## src/rtl/mac_pkg.sv

```systemverilog
// shared types and constants for the moving average crossover detector
// no dependencies; imported by every rtl module of the block but mac_ram
package mac_pkg;

    localparam int MAX_WINDOW_DEF = 256;
    localparam int PRICE_BITS_DEF = 32;

    // running sums wrap at this width
    localparam int SUM_W = 40;

    // configuration register layout
    localparam int CFG_W     = 9;
    localparam int CFG_IDX_W = 1;

    localparam logic [CFG_IDX_W-1:0] REG_FAST_WINDOW = 1'b0;
    localparam logic [CFG_IDX_W-1:0] REG_SLOW_WINDOW = 1'b1;

    localparam logic [CFG_W-1:0] FAST_WINDOW_RESET = 9'd10;
    localparam logic [CFG_W-1:0] SLOW_WINDOW_RESET = 9'd30;

    typedef enum logic [1:0] {
        REL_EQUAL   = 2'd0,
        REL_GREATER = 2'd1,
        REL_LESS    = 2'd2
    } t_relation;

    typedef enum logic [1:0] {
        CROSS_NONE = 2'd0,
        CROSS_UP   = 2'd1,
        CROSS_DOWN = 2'd2
    } t_cross;

    // stage load strobes from the pipeline control in the top level
    typedef struct packed {
        logic load_s1;
        logic load_s2;
        logic load_s3;
        logic load_out;
    } t_pipe_ctl;

endpackage

```

## src/rtl/mac_cross.sv

```systemverilog
// cross-multiplied comparison of the two averages and crossing decision
// one stage of products, then compare against the previous relation
// depends on mac_pkg
module mac_cross
    import mac_pkg::*;
#(
    parameter int MAX_WINDOW = MAX_WINDOW_DEF,
    parameter int WIN_W      = $clog2(MAX_WINDOW + 1)
) (
    input  logic             i_clk,
    input  logic             i_rst_n,
    input  t_pipe_ctl        i_ctl,
    input  logic [SUM_W-1:0] i_short_sum,
    input  logic [SUM_W-1:0] i_long_sum,
    input  logic [WIN_W-1:0] i_fast_count,
    input  logic [WIN_W-1:0] i_slow_count,
    input  logic             i_gate,
    input  logic             i_start,
    output logic [1:0]       o_cross_signal
);

    localparam int PROD_W = SUM_W + WIN_W;

    logic [PROD_W-1:0] r_lhs, r_rhs;
    logic              r_gate, r_start;
    t_relation         r_prev_rel, n_prev_rel;
    t_cross            r_cross, n_cross;
    t_relation         prev_rel;

    always_ff @(posedge i_clk) begin
        if (i_ctl.load_s3) begin
            r_lhs   <= PROD_W'(i_short_sum) * PROD_W'(i_slow_count);
            r_rhs   <= PROD_W'(i_long_sum) * PROD_W'(i_fast_count);
            r_gate  <= i_gate;
            r_start <= i_start;
        end
    end

    always_comb begin
        prev_rel = r_start ? REL_EQUAL : r_prev_rel;

        if (r_lhs > r_rhs) begin
            n_prev_rel = REL_GREATER;
        end else if (r_lhs < r_rhs) begin
            n_prev_rel = REL_LESS;
        end else begin
            n_prev_rel = REL_EQUAL;
        end

        n_cross = CROSS_NONE;
        if (r_gate) begin
            if (prev_rel != REL_GREATER && n_prev_rel == REL_GREATER) begin
                n_cross = CROSS_UP;
            end else if (prev_rel != REL_LESS && n_prev_rel == REL_LESS) begin
                n_cross = CROSS_DOWN;
            end
        end
    end

    always_ff @(posedge i_clk) begin
        if (!i_rst_n) begin
            r_prev_rel <= REL_EQUAL;
        end else if (i_ctl.load_out) begin
            r_prev_rel <= n_prev_rel;
        end
    end

    always_ff @(posedge i_clk) begin
        if (i_ctl.load_out) begin
            r_cross <= n_cross;
        end
    end

    assign o_cross_signal = r_cross;

endmodule

```

## config.mk

```make
export PLATFORM = sky130hd
export DESIGN_NAME = mac_cross
export DESIGN_NICKNAME = d
export VERILOG_FILES = /design/src/rtl/mac_pkg.sv /design/src/rtl/mac_cross.sv
export SDC_FILE = /design/constraint.sdc
export NUM_CORES = 2
export LEC_CHECK = 0
export ABC_AREA = 1
export BUFFER_PORTS_ARGS = -buffer_cell sky130_fd_sc_hd__buf_2
export CAP_MARGIN = 20
export CORE_MARGIN = 2
export CORE_UTILIZATION = 60
export DETAILED_ROUTE_END_ITERATION = 6
export GPL_TIMING_DRIVEN = 0
export PLACE_DENSITY = 0.85
export SETUP_SLACK_MARGIN = 0.4
export SLEW_MARGIN = 25
export SYNTH_ARGS = -nofsm -noshare
export SYNTH_HDL_FRONTEND = slang
export SYNTH_SLANG_ARGS = --single-unit
```

## constraint.sdc

```tcl
create_clock -name i_clk -period 5.6 [get_ports i_clk]
set_input_delay 0.28 -clock i_clk [delete_from_list [all_inputs] [get_ports i_clk]]
set_output_delay 0.28 -clock i_clk [all_outputs]
set_load 0.005 [all_outputs]
```

==> results.txt <==
Synth cell types - 38
First-pass DRT Iterations - 6
CTS resizes - 0
Max VDD drop - 0.348 mV
Leak pwr - 18.5 nW
Most frequent CP cell - fa_1
Drt wl/cell - 15.9 microns
Total power - 0.0165 W
Final clock skew - 0.00642 ns
Hold Crit Depth - 1
Achievable Freq - 202 MHz
RR Endpoint - o_cross_signal[0]$_SDFFCE_PN0P_
Syn-to-layout area delta - 3.76%
Core area - 0.0478 sq mm
Highest-count cells in the layout ignoring fill and taps - 1211 x inv_1, 1106 x nand2_1, 534 x fa_1, 187 x ha_1, 152 x clkbuf_1
PortBufs - 7
CP Depth - 18
CP Cell Sequence - clkbuf_1 -> nand2_1 -> fa_1 -> inv_1 -> fa_1 -> fa_1 -> inv_1 -> fa_1 -> inv_1 -> ha_1 -> a21oi_1 -> o21ai_1 -> a21oi_1 -> nor2_1 -> o21bai_1 -> nand3_1 -> nand2_1 -> nand2_1
Global placement routability congestion - 0.979
Routed WL - 73400 microns
Asr flop ratio synth - 0%
FF/Latch Area - 0.00310 sq mm
Syn Nets - 4799
Synth Area in Compound Gates - 4.63%
Endpoint class of the critical path - register
Final nets - 4818
Initial DRC count - 2412
CP Data Required Time - 5.69 ns
Crit path capture - r_rhs[45]$_DFFE_PP_
Average size of a mapped cell - 7.35 sq um
Fin crit share - 88.4%
Root Driver - clkbuf_16
Initial core utilization - 61.0%
Number of synthesized flops with an enable pin - 102
Buf+Inv Stages, Crit Path - 4
Design Area, Final - 0.0303 sq mm
CTS tree - yes
Synthesized area - 0.0292 sq mm
Worst-path clk slew - 0.07 ns
Die ar. - 0.0504 sq mm
Main combinational cell family by area after synthesis - adder cells
Hold Violations, Final - 0
Max-cap violation count - 0
Number of global-route vias before repair - 24500
RSZ-0062 raised after global routing - false
Max incr delay on CP - 0.67 ns
# setup viols final - 0
Predominant post-synthesis flop cell - edfxtp_1
DRC - 0
Die Y - 225 microns
Setup Buffers After CTS - 0
Mux contribution to synthesized area - 0%
Routed Antenna Nets - 0
Diode count - 0
Worst-Margin Slew - 0.985 ns
Grt ovf - 0
#FFs+latches synth - 104
Largest net degree at the start of global routing - 53
Critical path's slowest cell - clkbuf_1
CP arrival - 5.04 ns
Reg2Reg Launch Point - r_lhs[46]$_DFFE_PP_
Clk buf depth - 2
Post-Place Cell Area - 0.0300 sq mm
TritonCTS buffer count - 9
Reg2Reg Setup Slack - 3.39 ns
Status - complete, no violations
DIE WIDTH - 225 microns
H-Tree Depth - 3
Post-synthesis sequential area ratio - 10.6%
Critical path class - in -> reg
Critical Path Source - i_fast_count[3]
Synth Area in Simple Gates - 20.7%
Setup TNS - 0 ns
CP max FO - 10
Initial antenna violation count - 2
Tmin final - 4.95 ns
Class of the worst hold path - in -> reg
Row count - 80
Cell area power density - 545 mW/mm^2
R2R depth - 9
Area of the multi-input gates - 0.0209 sq mm
# clock sinks - 104
Top delay family on crit path - adder cells
YS warnings - 0
Vias per cell - 5.33
Xor/xnor share of the synthesized area - 1.68%
DR vias - 24600
CTS hold repair buffers - 0
Final slew viol count - 0
Ratio of cells with drive above 1 in the final layout - 3.13%
I/O pin total - 108
Global-route wire length before repair - 120000 microns
Crit path launch type - input pin
Fillcell total - 4035
Most common cell after layout, fill and taps aside - inv_1
Relative slew margins - 34.3%
All-Layer GR Usage - 30.2%
Clk_lat worst skew - 0.35 ns
Post-Synthesis Cells - 3972
Post-synthesis adder-cell area fraction - 44.7%
Final HPWL DP - 61800 microns
state kept, by name, indices dropped and copies added, names as in the netlist:
name            flops
r_prev_rel          2
r_lhs              49
r_gate              1
o_cross_signal      2
r_rhs              49
r_start             1
synthesized netlist by cell type, types with 2 or more instances:
cell type  number  area share (%)
nand2_2        29            0.62
xnor2_1        16            0.48
a21oi_2         5            0.15
ha_1          187             8.0
nor3_1         21            0.36
a21oi_1       142             2.4
clkbuf_1      149             1.9
nand4_1        36            0.77
o21ai_1        12            0.21
nand3_1        74             1.3
nor2_1        140             1.8
o21bai_1       10            0.26
edfxtp_1      102              10
nor3_2          5            0.17
nor2_4          8            0.31
nor4_1          2           0.043
inv_1        1211              16
xor2_1         40             1.2
dfxtp_1         2            0.14
nor2_2         30            0.64
fa_1          534              37
nand2_1      1106              14
buf_1           3           0.039
a21o_1         11            0.28
nand3_2         7            0.24
nor3b_1         3           0.077
o21a_1          8            0.21
inv_2          16            0.21
o21ai_2         3           0.090
o21ai_0        52            0.89
cells by family after synthesis:
group	after synthesis
flops	104
compound gates	247
fa+ha+maj	721
xor+xnor	56
buf+inv	1379
simple gates	1465
metal layers:
| metal | routed length [microns] | vias up | track usage (%) |
|---|---|---|---|
| met5 | 24 | - | 0 |
| met4 | 2280 | 4 | 8.97 |
| met3 | 7560 | 229 | 5.28 |
| met2 | 34200 | 1218 | 49.2 |
| met1 | 29300 | 11800 | 41.7 |
| li1 | - | 11400 | - |
how the worst min path moves through the flow:
stage | slack, ns | end | startpoint
final | 0.10 | r_start$_DFFE_PP_ | i_start
after global routing | 0.09 | r_start$_DFFE_PP_ | i_start
after CTS | 0.1 | r_start$_DFFE_PP_ | i_start
after detailed placement | 0.46 | r_gate$_DFFE_PP_ | i_gate
after global placement | 0.46 | r_gate$_DFFE_PP_ | i_gate
after floorplan | 0.37 | r_prev_rel[0]$_SDFFE_PN0P_ | i_ctl[0]
through the flow:
stage	setup slack, ns	utilization, %	cells	hold WS [ns]
final	0.651	63.3	4611	0.104
after CTS	0.763	63.3	4611	0.0995
after floorplan	1.32	-	3972	0.373
after global placement	0.467	62.7	4594	0.462
after global routing	0.452	63.3	4611	0.0907
after detailed placement	0.414	62.7	4595	0.460
cell type report:
class | instances | share of cell area (%)
buffer | 152 | 1.88
sequential | 104 | 10.2
clock buffer | 12 | 0.781
clock inverter | 4 | 0.0703
inverter | 1227 | 15.2
multi-input combinational | 2489 | 69.0
tap | 615 | 2.54
timing repair buffer | 8 | 0.227
power breakdown:
| group | leakage (nW) | internal (W) | switching [W] |
|---|---|---|---|
| registers | 1.01 | 0.00179 | 0.000117 |
| clock network | 0.124 | 0.000299 | 0.000267 |
| logic | 17.4 | 0.00489 | 0.00912 |
(Power assumes the default switching activity.)
