## config.mk

```make
export PLATFORM = sky130hd
export DESIGN_NAME = mac_accum
export DESIGN_NICKNAME = d
export VERILOG_FILES = /design/src/rtl/mac_pkg.sv /design/src/rtl/mac_accum.sv
export SDC_FILE = /design/constraint.sdc
export NUM_CORES = 1
export LEC_CHECK = 0
export ABC_CLOCK_PERIOD_IN_PS = 10900
export BUFFER_PORTS_ARGS = -buffer_cell sky130_fd_sc_hd__buf_2
export CAP_MARGIN = 10
export CORE_UTILIZATION = 25
export CTS_BUF_LIST = sky130_fd_sc_hd__clkbuf_16
export CTS_CLUSTER_DIAMETER = 120
export CTS_CLUSTER_SIZE = 25
export DETAILED_ROUTE_END_ITERATION = 8
export GPL_TIMING_DRIVEN = 0
export PLACE_DENSITY_LB_ADDON = 0.1
export SLEW_MARGIN = 20
export SYNTH_ARGS = -nofsm -noshare
export SYNTH_HDL_FRONTEND = slang
export SYNTH_SLANG_ARGS = --single-unit
```

## constraint.sdc

```tcl
create_clock -name i_clk -period 10.9 [get_ports i_clk]
set_input_delay 1.635 -clock i_clk [delete_from_list [all_inputs] [get_ports i_clk]]
set_output_delay 1.635 -clock i_clk [all_outputs]
set_load 0.02 [all_outputs]
```

## src/rtl/mac_pkg.sv

```systemverilog
// shared types and constants for the moving average crossover detector
// no dependencies; imported by every rtl module of the block but mac_ram
package mac_pkg;

    localparam int MAX_WINDOW_DEF = 256;
    localparam int PRICE_BITS_DEF = 32;

    // running sums wrap at this width
    localparam int SUM_W = 40;

    // configuration register layout
    localparam int CFG_W     = 9;
    localparam int CFG_IDX_W = 1;

    localparam logic [CFG_IDX_W-1:0] REG_FAST_WINDOW = 1'b0;
    localparam logic [CFG_IDX_W-1:0] REG_SLOW_WINDOW = 1'b1;

    localparam logic [CFG_W-1:0] FAST_WINDOW_RESET = 9'd10;
    localparam logic [CFG_W-1:0] SLOW_WINDOW_RESET = 9'd30;

    typedef enum logic [1:0] {
        REL_EQUAL   = 2'd0,
        REL_GREATER = 2'd1,
        REL_LESS    = 2'd2
    } t_relation;

    typedef enum logic [1:0] {
        CROSS_NONE = 2'd0,
        CROSS_UP   = 2'd1,
        CROSS_DOWN = 2'd2
    } t_cross;

    // stage load strobes from the pipeline control in the top level
    typedef struct packed {
        logic load_s1;
        logic load_s2;
        logic load_s3;
        logic load_out;
    } t_pipe_ctl;

endpackage

```

## src/rtl/mac_accum.sv

```systemverilog
// running window sums and effective sample counts of both averages
// the sum registers double as the payload of the next stage
// depends on mac_pkg
module mac_accum
    import mac_pkg::*;
#(
    parameter int MAX_WINDOW = MAX_WINDOW_DEF,
    parameter int PRICE_BITS = PRICE_BITS_DEF,
    parameter int WIN_W      = $clog2(MAX_WINDOW + 1),
    parameter int HIST_W     = (PRICE_BITS < SUM_W) ? PRICE_BITS : SUM_W
) (
    input  logic              i_clk,
    input  logic              i_rst_n,
    input  t_pipe_ctl         i_ctl,
    input  logic [HIST_W-1:0] i_price,
    input  logic [WIN_W-1:0]  i_idx,
    input  logic              i_start,
    input  logic [HIST_W-1:0] i_fast_old,
    input  logic [HIST_W-1:0] i_slow_old,
    input  logic [WIN_W-1:0]  i_fast_window,
    input  logic [WIN_W-1:0]  i_slow_window,
    output logic [SUM_W-1:0]  o_short_sum,
    output logic [SUM_W-1:0]  o_long_sum,
    output logic [WIN_W-1:0]  o_fast_count,
    output logic [WIN_W-1:0]  o_slow_count,
    output logic              o_gate,
    output logic              o_start
);

    localparam int EXT_W = WIN_W + 1;

    logic [SUM_W-1:0] r_short_sum, n_short_sum;
    logic [SUM_W-1:0] r_long_sum, n_long_sum;
    logic [WIN_W-1:0] r_fast_count, n_fast_count;
    logic [WIN_W-1:0] r_slow_count, n_slow_count;
    logic             r_gate, r_start;

    logic [SUM_W-1:0] short_base, long_base, price_ext, fast_drop, slow_drop;
    logic [EXT_W-1:0] idx_next;

    always_comb begin
        short_base = i_start ? '0 : r_short_sum;
        long_base  = i_start ? '0 : r_long_sum;
        price_ext  = SUM_W'(i_price);
        fast_drop  = (i_idx >= i_fast_window) ? SUM_W'(i_fast_old) : '0;
        slow_drop  = (i_idx >= i_slow_window) ? SUM_W'(i_slow_old) : '0;

        n_short_sum = short_base + price_ext - fast_drop;
        n_long_sum  = long_base + price_ext - slow_drop;

        // samples in each average so far, capped by the window
        idx_next = EXT_W'(i_idx) + 1'b1;
        if (idx_next < EXT_W'(i_fast_window)) begin
            n_fast_count = idx_next[WIN_W-1:0];
        end else begin
            n_fast_count = i_fast_window;
        end
        if (idx_next < EXT_W'(i_slow_window)) begin
            n_slow_count = idx_next[WIN_W-1:0];
        end else begin
            n_slow_count = i_slow_window;
        end
    end

    always_ff @(posedge i_clk) begin
        if (!i_rst_n) begin
            r_short_sum <= '0;
            r_long_sum  <= '0;
        end else if (i_ctl.load_s2) begin
            r_short_sum <= n_short_sum;
            r_long_sum  <= n_long_sum;
        end
    end

    always_ff @(posedge i_clk) begin
        if (i_ctl.load_s2) begin
            r_fast_count <= n_fast_count;
            r_slow_count <= n_slow_count;
            r_gate       <= (i_idx >= i_slow_window);
            r_start      <= i_start;
        end
    end

    assign o_short_sum  = r_short_sum;
    assign o_long_sum   = r_long_sum;
    assign o_fast_count = r_fast_count;
    assign o_slow_count = r_slow_count;
    assign o_gate       = r_gate;
    assign o_start      = r_start;

endmodule

```

==> reports/results.tsv <==
stage	metric	value	unit
final_layout	register_area	2202	sq um
yosys	synth_warnings	0	
floorplanning	ios	230	
worst_setup_path	crit_family	compound AO/OA/AOI/OAI gates	
yosys	synth_top_cells_by_count	inv_1, ha_1, nor2_1	
sta	rsz0062_at_grt	false	
yosys	synth_edf_count	20	
yosys	synthDistinctLibCells	79	
worst_setup_path	required	11.21	ns
global_routing	antenna_found_initial	2	
final_layout	nFillCells	5063	
worst_setup_path	critical_path_buf_inv_count	6	
worst_setup_path	cpPeakStageDelay	0.52	ns
placed_design	dpl_cell_area	13420	sq um
detailed_routing	vias	10530	
floorplanning	die_area	47020	sq um
worst_setup_path	path_depth	26	
clock_network	hold_buffers	0	
yosys	avgSynthCellArea	8.144	sq um
yosys	ys_ff_latch	100	
clock_network	numCtsBuffers	9	
placed_design	portBuffers	225	
detailed_routing	route.detailed.wl_per_inst	18.61	microns
floorplanning	die_height	216.8	microns
global_routing	grt_pass1_vias	10760	
yosys	synth_fp_nets	1728	
detailed_routing	wirelength	42030	microns
sta	worstMarginPinSlew	1.078	ns
power	p_leak	6.892	nW
clock_network	clock_latency	0.38	ns
floorplanning	die_x	216.8	microns
final_layout	design_area	13710	sq um
yosys	synth_area_leaders	dfxtp_1, ha_1, fa_1	
global_routing	grt_pass1_wl	64270	microns
sta	finalSetupViolCount	0	
power	vdd_drop_max	0.07067	mV
worst_setup_path	rr_startpoint	o_short_sum[23]	
final_layout	syn2layout_area_growth	18.77	%
sta	slew_viol_final	0	
global_routing	grt_max_degree	22	
clock_network	h-tree-depth	3	
detailed_routing	drtAntennaViolNets	0	
worst_hold_path	min_path_type	flop to flop	
placed_design	post-dp-hpwl	35170	microns
worst_setup_path	slowest_stage	fa_1	
worst_setup_path	worstSetupStartpointType	input port	
worst_setup_path	cp-endpoint	o_long_sum[39]	
worst_setup_path	worstRegToRegCells	13	
sta	slew_headroom	27.64	%
worst_setup_path	reg2reg_slack	7.07	ns
clock_network	postCtsSetupBuffers	0	
detailed_routing	drt_iter0_drc	551	
yosys	synth_top_area_cell	dfxtp_1	
sta	max_freq	138.6	MHz
global_routing	track_usage	18.13	%
yosys	synthCells	1417	
clock_network	cts.sinks	100	
yosys	synthArstFlopShare	0	%
sta	finalCritPeriodShare	66.22	%
worst_setup_path	cp_max_fo	10	
final_layout	finalNetCount	1964	
clock_network	ctsResizeCount	0	
floorplanning	core_area	45480	sq um
detailed_routing	avgViaCountPerCell	4.663	
worst_setup_path	startpoint	i_idx[0]	
yosys	seq_area_frac_synth	19.08	%
flow_run	cap_violations	0	
yosys	synthFlopType	dfxtp_1	
worst_setup_path	path_class	input port to flop	
floorplanning	rows	78	
sta	timing.setup.tns	0	ns
global_routing	grt_remaining_overflow	0	
detailed_routing	drcViolationCount	0	
worst_setup_path	crit_top_cell	a21o_1	
yosys	synth.most_common_cell	inv_1	
clock_network	clock_path_buffers	2	
yosys	syn-cell-area	11540	sq um
final_layout	drive_above_1_share	16.77	%
final_layout	multiInputGateArea	8366	sq um
worst_setup_path	crit_arrival	7.52	ns
worst_setup_path	r2r_end	o_short_sum[39]	
clock_network	clk_pin_slew	0.08	ns
yosys	synth_top_area_share	13.88	%
sta	skew	0.009072	ns
sta	finalCriticalPeriod	7.218	ns
sta	finalHoldViolations	0	
placed_design	gp_congestion	0.8927	
power	total_power	0.002917	W
run_status	outcome	completed	
worst_setup_path	end_kind	flop	
clock_network	cts_root_buffer	clkbuf_16	
detailed_routing	dr.pass1.iters	5	
power	powerDensity	212.8	nW/um^2
floorplanning	initial_core_util	25.37	%
clock_network	cts_tree	yes	
worst min-delay path by stage:
stage              startpoint              to  slack (ns)  depth (start not counted)
3_5_place_dp   o_long_sum[32]  o_long_sum[32]        0.47                          2
3_3_place_gp   o_long_sum[32]  o_long_sum[32]        0.46                          2
5_1_grt        o_long_sum[33]  o_long_sum[33]        0.51                          2
6_report       o_long_sum[32]  o_long_sum[32]        0.47                          2
2_1_floorplan  o_long_sum[26]  o_long_sum[26]        0.53                          2
4_1_cts        o_long_sum[32]  o_long_sum[32]        0.48                          2
flip-flops by register name, indices dropped and copies added (netlist names):
register / count
o_gate: 1
o_slow_count: 9
o_fast_count: 9
o_short_sum: 40
o_start: 1
o_long_sum: 40
metal layers:
| layer | routed length (microns) | GRT usage (%) |
|---|---|---|
| met3 | 1164 | 1.943 |
| met2 | 19950 | 30.75 |
| met1 | 20000 | 24.06 |
| met5 | 0 | 0 |
| met4 | 920 | 5.563 |
logic make-up after synthesis:
logic type	count (synthesis)	synth area share (%)
adders and majority gates	181	23.79
and+or+nand+nor	430	19.57
muxes	55	4.987
DFF	100	19.08
buffers and inverters	256	8.424
xor gates and xnor gates	69	5.237
AOI/OAI and AO/OA	326	18.91
cells in the final DEF, fill, tap and decap left out, drive strengths merged, types with 11 or more instances in the layout:
cell type | netlist | routed
buf | 10 | 235
inv | 204 | 207
ha | 117 | 117
nor2 | 95 | 95
a21oi | 92 | 92
nand2b | 88 | 88
nand2 | 84 | 84
dfxtp | 80 | 80
and2 | 73 | 73
fa | 64 | 64
o21ai | 62 | 62
a21o | 61 | 61
clkbuf | 42 | 51
xnor2 | 39 | 39
mux2i | 38 | 38
xor2 | 30 | 30
edfxtp | 20 | 20
nand3 | 19 | 19
o21a | 18 | 18
mux2 | 17 | 17
a211oi | 17 | 17
nand4 | 16 | 16
and3 | 12 | 12
o211ai | 11 | 11
where the power goes:
part	switching, W	total, W	internal (W)	leakage (nW)
Sequential	0.000113	0.000605	0.000492	0.857
Combinational	0.00118	0.00196	0.000778	5.89
Clock	0.000174	0.000350	0.000176	0.146
Total	0.00147	0.00292	0.00145	6.89
through the flow:
step	util, %	instances	setup WS (ns)	hold WS (ns)
final	30.14	2259	3.682	0.4721
after global routing	30.13	2258	3.263	0.5104
after CTS	30.13	2258	3.674	0.4846
after detailed placement	29.50	2242	3.290	0.4682
after global placement	29.50	2242	3.283	0.4586
after floorplan	-	1417	4.764	0.5347
area by class of cell:
| type | instances | share of cell area (%) |
|---|---|---|
| repair buffers | 225 | 8.216 |
| diodes | 1 | 0.01826 |
| clock buffers | 9 | 1.643 |
| flip-flops and latches | 100 | 16.07 |
| multi-input cells | 1061 | 61.04 |
| inverters | 204 | 5.587 |
| clock inverters | 7 | 0.4473 |
| plain buffers | 52 | 1.506 |
| well taps | 600 | 5.477 |
worst reg2reg max path, delay by kind of cell (launching register included):
kind / cells / cell delay [ns]
fa+ha+maj: 2 / 0.76
simple gates: 4 / 1.12
flops: 1 / 0.45
compound gates: 5 / 1.10
buf+inv: 2 / 0.31
Power figures use the tool's default switching activity.
